$ cat src/design/vlfp_pkg.sv
// ----------------------------------------------------------------------------
// vlfp_pkg
// types and constants shared by the varint length frame parser
// ----------------------------------------------------------------------------
package vlfp_pkg;

    localparam int unsigned LEN_W       = 24;
    localparam int unsigned ACC_W       = 32;
    localparam int unsigned CNT_W       = 3;
    localparam int unsigned VARINT_MAX  = 5;
    localparam logic [ACC_W-1:0] MAX_ID = 32'd255;

    typedef enum logic [2:0] {
        KIND_RAW_HDR   = 3'd0,
        KIND_PAYLOAD   = 3'd1,
        KIND_COMP_HDR  = 3'd2,
        KIND_COMP_BYTE = 3'd3,
        KIND_ERROR     = 3'd4
    } kind_t;

    typedef enum logic [2:0] {
        ERR_NONE       = 3'd0,
        ERR_LEN_LONG   = 3'd1,
        ERR_BAD_LEN    = 3'd2,
        ERR_DATA_LONG  = 3'd3,
        ERR_CLAIM_BIG  = 3'd4,
        ERR_BAD_ID     = 3'd5,
        ERR_FRAME_END  = 3'd6
    } err_t;

    typedef enum logic [1:0] {
        PH_LEN  = 2'd0,
        PH_DLEN = 2'd1,
        PH_ID   = 2'd2,
        PH_BODY = 2'd3
    } phase_t;

    typedef enum logic [0:0] {
        CFG_MAX_FRAME_LENGTH = 1'b0,
        CFG_COMPRESSION_ON   = 1'b1
    } cfg_index_t;

    typedef struct packed {
        kind_t            kind;
        logic [7:0]       packet_id;
        logic [7:0]       data_byte;
        logic [LEN_W-1:0] uncompressed_length;
        logic [LEN_W-1:0] frame_length;
        logic             last;
        err_t             err_code;
    } result_t;

    typedef struct packed {
        logic [ACC_W-1:0] acc;
        logic [CNT_W-1:0] cnt;
        logic             more;
        logic             too_long;
    } varint_t;

endpackage

$ cat src/design/vlfp_in_if.sv
// ----------------------------------------------------------------------------
// vlfp_in_if
// byte request channel into the frame parser
// ----------------------------------------------------------------------------
interface vlfp_in_if;
    logic       valid;
    logic       ready;
    logic [7:0] data_in;

    modport source (output valid, output data_in, input ready);
    modport sink   (input valid, input data_in, output ready);
endinterface

$ cat src/design/vlfp_out_if.sv
// ----------------------------------------------------------------------------
// vlfp_out_if
// result request channel out of the frame parser
// ----------------------------------------------------------------------------
interface vlfp_out_if;
    logic                         valid;
    logic                         ready;
    vlfp_pkg::kind_t              kind;
    logic [7:0]                   packet_id;
    logic [7:0]                   data_byte;
    logic [vlfp_pkg::LEN_W-1:0]   uncompressed_length;
    logic [vlfp_pkg::LEN_W-1:0]   frame_length;
    logic                         last;
    vlfp_pkg::err_t               err_code;

    modport source (output valid, output kind, output packet_id, output data_byte,
                    output uncompressed_length, output frame_length, output last,
                    output err_code, input ready);
    modport sink   (input valid, input kind, input packet_id, input data_byte,
                    input uncompressed_length, input frame_length, input last,
                    input err_code, output ready);
endinterface

$ cat src/design/vlfp_varint.sv
// ----------------------------------------------------------------------------
// vlfp_varint
// folds one base-128 byte into the varint accumulator
// ----------------------------------------------------------------------------
module vlfp_varint (
    input  logic [vlfp_pkg::ACC_W-1:0] acc,
    input  logic [vlfp_pkg::CNT_W-1:0] cnt,
    input  logic [7:0]                 data_in,
    output vlfp_pkg::varint_t          step
);
    import vlfp_pkg::*;

    logic [ACC_W-1:0] shifted;

    // bits past bit 31 of a fifth byte are dropped
    always_comb
    begin
        unique case (cnt)
            3'd0:    shifted = {25'b0, data_in[6:0]};
            3'd1:    shifted = {18'b0, data_in[6:0], 7'b0};
            3'd2:    shifted = {11'b0, data_in[6:0], 14'b0};
            3'd3:    shifted = {4'b0, data_in[6:0], 21'b0};
            3'd4:    shifted = {data_in[3:0], 28'b0};
            default: shifted = '0;
        endcase
    end

    assign step.acc      = acc | shifted;
    assign step.cnt      = cnt + CNT_W'(1);
    assign step.more     = data_in[7];
    assign step.too_long = data_in[7] && (cnt == CNT_W'(VARINT_MAX - 1));

endmodule

$ cat src/design/varint_length_frame_parser_top.sv
// the result of an accepted byte is registered straight into the output register
// throughput: one byte per cycle; input stalls while a result waits on the output
// quiet varint bytes give no result; after an error every byte is taken and dropped
// reset: asynchronous, active low; parser returns to frame length, error cleared,
// max_frame_length 2097152, compression off
// ----------------------------------------------------------------------------
// varint_length_frame_parser_top
// splits a byte stream into varint length prefixed frames with optional
// compression header, emitting headers, body bytes and sticky errors
// ----------------------------------------------------------------------------
module varint_length_frame_parser_top (
    input  logic                        clk,
    input  logic                        rst_n,
    vlfp_in_if.sink                     stream,
    vlfp_out_if.source                  result,
    input  logic                        cfg_we,
    input  vlfp_pkg::cfg_index_t        cfg_index,
    input  logic [vlfp_pkg::LEN_W-1:0]  cfg_wdata
);
    import vlfp_pkg::*;

    logic [LEN_W-1:0] max_len_reg;
    logic             comp_on_reg;

    phase_t           phase_reg, phase_next;
    logic [ACC_W-1:0] acc_reg, acc_next;
    logic [CNT_W-1:0] cnt_reg, cnt_next;
    logic [LEN_W-1:0] left_reg, left_next;
    logic [LEN_W-1:0] held_reg, held_next;
    logic             comp_reg, comp_next;
    logic             halted_reg, halted_next;

    logic             out_valid_reg;
    result_t          out_reg;

    result_t          res;
    logic             emit;
    logic             accept;
    logic [LEN_W-1:0] left_dec;
    logic             frame_done;
    logic             over_max;
    varint_t          vi;

    vlfp_varint u_varint (
        .acc     (acc_reg),
        .cnt     (cnt_reg),
        .data_in (stream.data_in),
        .step    (vi)
    );

    assign stream.ready = !out_valid_reg || result.ready;
    assign accept       = stream.valid && stream.ready;

    assign left_dec   = (left_reg != '0) ? left_reg - LEN_W'(1) : left_reg;
    assign frame_done = (left_dec == '0);
    assign over_max   = vi.acc > {{(ACC_W-LEN_W){1'b0}}, max_len_reg};

    always_ff @(posedge clk or negedge rst_n)
    begin
        if (!rst_n)
        begin
            max_len_reg <= LEN_W'(2097152);
            comp_on_reg <= 1'b0;
        end
        else if (cfg_we)
        begin
            unique case (cfg_index)
                CFG_MAX_FRAME_LENGTH: max_len_reg <= cfg_wdata;
                CFG_COMPRESSION_ON:   comp_on_reg <= cfg_wdata[0];
            endcase
        end
    end

    always_comb
    begin
        phase_next  = phase_reg;
        acc_next    = acc_reg;
        cnt_next    = cnt_reg;
        left_next   = left_reg;
        held_next   = held_reg;
        comp_next   = comp_reg;
        halted_next = halted_reg;
        emit        = 1'b0;
        res         = '{kind: KIND_ERROR, err_code: ERR_NONE, default: '0};

        if (!halted_reg)
        begin
            if (phase_reg == PH_LEN)
            begin
                if (vi.more)
                begin
                    if (vi.too_long)
                    begin
                        emit         = 1'b1;
                        res.err_code = ERR_LEN_LONG;
                    end
                    else
                    begin
                        acc_next = vi.acc;
                        cnt_next = vi.cnt;
                    end
                end
                else
                begin
                    acc_next = '0;
                    cnt_next = '0;
                    if ((vi.acc == '0) || over_max)
                    begin
                        emit         = 1'b1;
                        res.err_code = ERR_BAD_LEN;
                    end
                    else
                    begin
                        left_next  = vi.acc[LEN_W-1:0];
                        held_next  = vi.acc[LEN_W-1:0];
                        comp_next  = 1'b0;
                        phase_next = comp_on_reg ? PH_DLEN : PH_ID;
                    end
                end
            end
            else
            begin
                left_next = left_dec;
                if (phase_reg == PH_BODY)
                begin
                    emit          = 1'b1;
                    res.kind      = comp_reg ? KIND_COMP_BYTE : KIND_PAYLOAD;
                    res.data_byte = stream.data_in;
                    res.last      = frame_done;
                    if (frame_done)
                        phase_next = PH_LEN;
                end
                else if (vi.more)
                begin
                    if (vi.too_long)
                    begin
                        emit         = 1'b1;
                        res.err_code = ERR_DATA_LONG;
                    end
                    else if (frame_done)
                    begin
                        emit         = 1'b1;
                        res.err_code = ERR_FRAME_END;
                    end
                    else
                    begin
                        acc_next = vi.acc;
                        cnt_next = vi.cnt;
                    end
                end
                else
                begin
                    acc_next = '0;
                    cnt_next = '0;
                    if (phase_reg == PH_DLEN)
                    begin
                        if (vi.acc == '0)
                        begin
                            if (frame_done)
                            begin
                                emit         = 1'b1;
                                res.err_code = ERR_FRAME_END;
                            end
                            else
                                phase_next = PH_ID;
                        end
                        else if (over_max)
                        begin
                            emit         = 1'b1;
                            res.err_code = ERR_CLAIM_BIG;
                        end
                        else
                        begin
                            emit                    = 1'b1;
                            comp_next               = 1'b1;
                            phase_next              = frame_done ? PH_LEN : PH_BODY;
                            res.kind                = KIND_COMP_HDR;
                            res.uncompressed_length = vi.acc[LEN_W-1:0];
                            res.frame_length        = held_reg;
                            res.last                = frame_done;
                        end
                    end
                    else if (vi.acc > MAX_ID)
                    begin
                        emit         = 1'b1;
                        res.err_code = ERR_BAD_ID;
                    end
                    else
                    begin
                        emit             = 1'b1;
                        comp_next        = 1'b0;
                        phase_next       = frame_done ? PH_LEN : PH_BODY;
                        res.kind         = KIND_RAW_HDR;
                        res.packet_id    = vi.acc[7:0];
                        res.frame_length = held_reg;
                        res.last         = frame_done;
                    end
                end
            end

            // any fault halts the parser
            if (emit && (res.kind == KIND_ERROR))
            begin
                halted_next = 1'b1;
                phase_next  = PH_LEN;
                acc_next    = '0;
                cnt_next    = '0;
                res.last    = 1'b1;
            end
        end
    end

    always_ff @(posedge clk or negedge rst_n)
    begin
        if (!rst_n)
        begin
            phase_reg  <= PH_LEN;
            acc_reg    <= '0;
            cnt_reg    <= '0;
            left_reg   <= '0;
            held_reg   <= '0;
            comp_reg   <= 1'b0;
            halted_reg <= 1'b0;
        end
        else if (accept)
        begin
            phase_reg  <= phase_next;
            acc_reg    <= acc_next;
            cnt_reg    <= cnt_next;
            left_reg   <= left_next;
            held_reg   <= held_next;
            comp_reg   <= comp_next;
            halted_reg <= halted_next;
        end
    end

    always_ff @(posedge clk or negedge rst_n)
    begin
        if (!rst_n)
            out_valid_reg <= 1'b0;
        else if (accept && emit)
            out_valid_reg <= 1'b1;
        else if (result.ready)
            out_valid_reg <= 1'b0;
    end

    always_ff @(posedge clk)
    begin
        if (accept && emit)
            out_reg <= res;
    end

    assign result.valid               = out_valid_reg;
    assign result.kind                = out_reg.kind;
    assign result.packet_id           = out_reg.packet_id;
    assign result.data_byte           = out_reg.data_byte;
    assign result.uncompressed_length = out_reg.uncompressed_length;
    assign result.frame_length        = out_reg.frame_length;
    assign result.last                = out_reg.last;
    assign result.err_code            = out_reg.err_code;

`ifndef SYNTHESIS
    a_halt_sticky: assert property (@(posedge clk) disable iff (!rst_n)
        halted_reg |=> halted_reg)
        else $error("error halt cleared without reset");

    a_halt_silent: assert property (@(posedge clk) disable iff (!rst_n)
        (halted_reg && (!out_valid_reg || result.ready)) |=> !out_valid_reg)
        else $error("result produced after error halt");

    a_body_left: assert property (@(posedge clk) disable iff (!rst_n)
        (phase_reg == PH_BODY) |-> (left_reg != '0))
        else $error("body phase with no bytes left in frame");

    a_error_last: assert property (@(posedge clk) disable iff (!rst_n)
        (out_valid_reg && (out_reg.kind == KIND_ERROR)) |-> (out_reg.last && halted_reg))
        else $error("error result without last or halt");
`endif

endmodule

$ cat src/flat_wrapper.sv
// flat-port wrapper written by rule: the top's interface ports become plain ports
module varint_length_frame_parser_top_flat import vlfp_pkg::*;
  (clk, rst_n, cfg_we, cfg_index, cfg_wdata, stream_valid, stream_data_in, stream_ready, result_valid, result_kind, result_packet_id, result_data_byte, result_uncompressed_length, result_frame_length, result_last, result_err_code, result_ready);
  vlfp_in_if stream_i ();
  vlfp_out_if result_i ();
  input  logic clk;
  input  logic rst_n;
  input  logic cfg_we;
  input  vlfp_pkg::cfg_index_t cfg_index;
  input  logic [vlfp_pkg::LEN_W-1:0] cfg_wdata;
  input wire logic [$bits(stream_i.valid)-1:0] stream_valid;
  input wire logic [$bits(stream_i.data_in)-1:0] stream_data_in;
  output wire logic [$bits(stream_i.ready)-1:0] stream_ready;
  output wire logic [$bits(result_i.valid)-1:0] result_valid;
  output wire logic [$bits(result_i.kind)-1:0] result_kind;
  output wire logic [$bits(result_i.packet_id)-1:0] result_packet_id;
  output wire logic [$bits(result_i.data_byte)-1:0] result_data_byte;
  output wire logic [$bits(result_i.uncompressed_length)-1:0] result_uncompressed_length;
  output wire logic [$bits(result_i.frame_length)-1:0] result_frame_length;
  output wire logic [$bits(result_i.last)-1:0] result_last;
  output wire logic [$bits(result_i.err_code)-1:0] result_err_code;
  input wire logic [$bits(result_i.ready)-1:0] result_ready;
  assign stream_i.valid = stream_valid;
  assign stream_i.data_in = stream_data_in;
  assign stream_ready = stream_i.ready;
  assign result_valid = result_i.valid;
  assign result_kind = result_i.kind;
  assign result_packet_id = result_i.packet_id;
  assign result_data_byte = result_i.data_byte;
  assign result_uncompressed_length = result_i.uncompressed_length;
  assign result_frame_length = result_i.frame_length;
  assign result_last = result_i.last;
  assign result_err_code = result_i.err_code;
  assign result_i.ready = result_ready;
  varint_length_frame_parser_top u_core (.clk(clk), .rst_n(rst_n), .stream(stream_i), .result(result_i), .cfg_we(cfg_we), .cfg_index(cfg_index), .cfg_wdata(cfg_wdata));
endmodule
$ cat config.mk
export PLATFORM = sky130hd
export DESIGN_NAME = varint_length_frame_parser_top_flat
export DESIGN_NICKNAME = d
export VERILOG_FILES = /design/src/design/vlfp_pkg.sv /design/src/design/vlfp_in_if.sv /design/src/design/vlfp_out_if.sv /design/src/design/vlfp_varint.sv /design/src/design/varint_length_frame_parser_top.sv /design/src/flat_wrapper.sv
export SDC_FILE = /design/constraint.sdc
export NUM_CORES = 1
export LEC_CHECK = 0
export BUFFER_PORTS_ARGS = -buffer_cell sky130_fd_sc_hd__buf_2
export CAP_MARGIN = 30
export CORE_MARGIN = 2
export CORE_UTILIZATION = 30
export CTS_BUF_LIST = sky130_fd_sc_hd__clkbuf_4
export CTS_CLUSTER_SIZE = 14
export DETAILED_ROUTE_END_ITERATION = 6
export PLACE_DENSITY = 0.58
export SLEW_MARGIN = 40
export SYNTH_ARGS = -nofsm -noshare
export SYNTH_HDL_FRONTEND = slang
export SYNTH_HIERARCHICAL = 1
export SYNTH_SLANG_ARGS = --single-unit
$ cat constraint.sdc
create_clock -name clk -period 21.3 [get_ports clk]
set_input_delay 1.065 -clock clk [delete_from_list [all_inputs] [get_ports clk]]
set_output_delay 1.065 -clock clk [all_outputs]
set_load 0.02 [all_outputs]
==> impl_metrics.env <==
export IMPL_avgSynthCellArea_um2=10.5
export IMPL_stdcell_count=1422
export IMPL_synth_async_reset_ratio=0.614
export IMPL_yosysWarnings=6
export IMPL_die_height_um=183
export IMPL_drcViolationCount=0
export IMPL_netlist_top_cells_area="dfrtp_1, edfxtp_1, ha_1"
export IMPL_fmax_mhz=212
export IMPL_ant_nets=0
export IMPL_hold_class="in2async"
export IMPL_min_period_ns=4.72
export IMPL_grt_pass1_vias=6829
export IMPL_maxCapViolCount=0
export IMPL_io_pins=111
export IMPL_cpMostUsedCell="a21o_1"
export IMPL_gp_congestion=0.897
export IMPL_status="finished, final reports clean"
export IMPL_layout_nets=1079
export IMPL_critPathMaxStageDelay_ns=0.66
export IMPL_numCtsBuffers=17
export IMPL_cp_max_fo=35
export IMPL_synth_cells=913
export IMPL_root_buffer="clkbuf_4"
export IMPL_synth_seq_area_share=0.517
export IMPL_clockBufferDepth=2
export IMPL_postCtsHoldBufs=0
export IMPL_ys_flop_type="dfrtp_1"
export IMPL_grt_overflow=0
export IMPL_cts_resized=0
export IMPL_rsz0062_at_grt="false"
export IMPL_die_w_um=183
export IMPL_final_max_slew_viol_count=0
export IMPL_vias=7112
export IMPL_r2r_cells=12
export IMPL_setup_violations=0
export IMPL_clock_skew_ns=0.0359
export IMPL_crit_path_start_kind="register"
export IMPL_routedWlPerCell_um=18.1
export IMPL_cts_tree="done"
export IMPL_portBuffers=110
export IMPL_cp_required_ns=21.80
export IMPL_crit_path_end_kind="register"
export IMPL_grt_pass1_wl_um=40000
export IMPL_hold_viol_final=0
export IMPL_p_per_area_nw_per_um2=97.8
export IMPL_cts_sinks=184
export IMPL_worst_slew_pin_slew_ns=0.722
export IMPL_path_class="reg2reg"
export IMPL_rows=65
export IMPL_r2r_start="u_core/cnt_reg[2]$_DFFE_PN0P_"
export IMPL_cp_data_arrival_time_ns=5.22
export IMPL_die_area_um2=33400
export IMPL_finalSetupTns_ns=0
export IMPL_grt_usage=0.156
export IMPL_relSlewSlack=0.506
export IMPL_worstSetupStartpoint="u_core/cnt_reg[2]$_DFFE_PN0P_"
export IMPL_grt_antenna_before_repair=1
export IMPL_synth_most_common_cell="dfrtp_1"
export IMPL_cts_max_level=4
export IMPL_core_area_um2=31600
export IMPL_start_util=0.304
export IMPL_synth_edff_count=71
export IMPL_synth_seq_cells=184
export IMPL_clkSlewWorstSetupHoldPaths_ns=0.16
export IMPL_area_delta_synth_final_pct=13.1
export IMPL_r2r_slack_ns=16.58
export IMPL_post_cts_setup_buffers=0
export IMPL_insertion_delay_ns=0.60
export IMPL_drive_gt1_frac=0.231
export IMPL_power_leakage_nw=5.07
export IMPL_synth_common_cells="dfrtp_1, nand2_1, inv_1"
export IMPL_synth_top_area_share=0.292
export IMPL_synthDistinctLibCells=72
export IMPL_peakVddDrop_uv=36.0
export IMPL_synth_cell_area_um2=9590
export IMPL_r2r_end="u_core/acc_reg[20]$_DFFE_PN0P_"
export IMPL_largest_reg_flops=32
export IMPL_synth_top_area_cell="dfrtp_1"
export IMPL_path_cells="inv_1, ha_1, a21o_1, ha_1, a21o_1, a21o_1, a2111oi_0, nor3b_1, o211ai_1, o211ai_1, a211o_4, mux2i_1"
export IMPL_dr_pass1_iters=5
export IMPL_period_share=0.222
export IMPL_crit_slowest_cell="a2111oi_0"
export IMPL_critPathCapture="u_core/acc_reg[20]$_DFFE_PN0P_"
export IMPL_placed_cells=1389
export IMPL_syn_nets=986
export IMPL_grt_start_max_net_pins=72
export IMPL_via_per_inst=5.00
export IMPL_drt_iter0_markers=579
export IMPL_dp_hpwl_um=17900
export IMPL_routed_wl_um=25700
## per-stage QoR
| step | worst slack, ns | utilization | cell area [um^2] | hold WS, ns | total power, mW |
|---|---|---|---|---|---|
| floorplan | 13.02 | - | 9590 | 0.472 | 0.732 |
| global placement | 16.21 | 0.334 | 10500 | 0.483 | 0.858 |
| detailed placement | 16.40 | 0.335 | 10600 | 0.487 | 0.872 |
| CTS | 16.63 | 0.344 | 10800 | 0.418 | 1.07 |
| global route | 16.23 | 0.344 | 10900 | 0.427 | 1.13 |
| finish | 16.58 | 0.344 | 10900 | 0.437 | 1.06 |
## routing by layer
layer / part of all wire / vias to the layer above / wire length, um / GRT usage
li1: - / 3449 / - / -
met1: 0.49 / 3437 / 12500 / 0.221
met2: 0.45 / 201 / 11700 / 0.250
met3: 0.042 / 25 / 1090 / 0.0232
met4: 0.019 / 0 / 481 / 0.0464
met5: 0 / - / 0 / 0
## where the power goes
part           internal [mW]  leakage [nW]  switching, mW
combinational          0.156          2.73          0.277
clock                 0.0528         0.140          0.140
sequential             0.406          2.19         0.0297
## cell families after synthesis
group / share of synthesized area
multiplexers: 0.0691
XOR/XNOR: 0.00457
AO/OA/AOI/OAI: 0.151
AND/OR/NAND/NOR: 0.159
buffers and inverters: 0.0531
adder cells (fa/ha/maj): 0.0456
flip-flops: 0.517
## cell type report
cell class / instances / area (um^2)
tap: 402 / 503
fill: 3213 / 20700
timing repair buffer: 118 / 641
clock inverter: 14 / 133
antenna: 1 / 2.50
inverter: 80 / 300
clock buffer: 18 / 135
sequential: 184 / 4960
multi-input combinational: 605 / 4180
## worst min-delay path by stage
| stage | cells past startpoint | slack (ns) | startpoint | end |
|---|---|---|---|---|
| global placement | 1 | 0.48 | u_core/held_reg[4]$_DFFE_PN0P_ | u_core/held_reg[4]$_DFFE_PN0P_ |
| floorplan | 1 | 0.47 | u_core/held_reg[0]$_DFFE_PN0P_ | u_core/held_reg[0]$_DFFE_PN0P_ |
| detailed placement | 1 | 0.49 | u_core/held_reg[1]$_DFFE_PN0P_ | u_core/held_reg[1]$_DFFE_PN0P_ |
| CTS | 1 | 0.42 | rst_n | u_core/phase_reg[1]$_DFFE_PN0P_ |
| global route | 1 | 0.43 | rst_n | u_core/phase_reg[0]$_DFFE_PN0P_ |
| finish | 1 | 0.44 | rst_n | u_core/phase_reg[1]$_DFFE_PN0P_ |
## critical path, delay by kind of cell (launching register included)
kind | cells | cell delay (ns)
buf+inv | 1 | 0.08
fa+ha+maj | 2 | 0.65
mux | 1 | 0.27
flops | 1 | 0.57
compound gates | 7 | 2.63
simple gates | 1 | 0.40
## layout by cell type (no fill, tap or decap), types with 4 or more instances in the layout
cell type and count:
dfrtp_1 112, buf_2 109, nand2_1 83, inv_1 79, o21ai_0 72, edfxtp_1 71, and2_1 58, nor2_1 39
mux2i_1 37, a21oi_1 34, ha_1 34, mux2_2 26, a21o_2 20, clkbuf_4 18, nor3_1 17, a21o_1 15
nor4_1 12, and3_1 12, a22oi_1 12, nand4_1 10, nand3_1 8, a31oi_1 7, nor4_2 6, buf_4 6
or4_1 5, or3_1 5, a31o_2 5, a22o_1 5, a32oi_1 5, inv_8 4, nand2b_1 4, o21a_1 4
o22ai_1 4, o211ai_1 4, or2_2 4
Note: power is estimated with default switching activity, not from simulation.
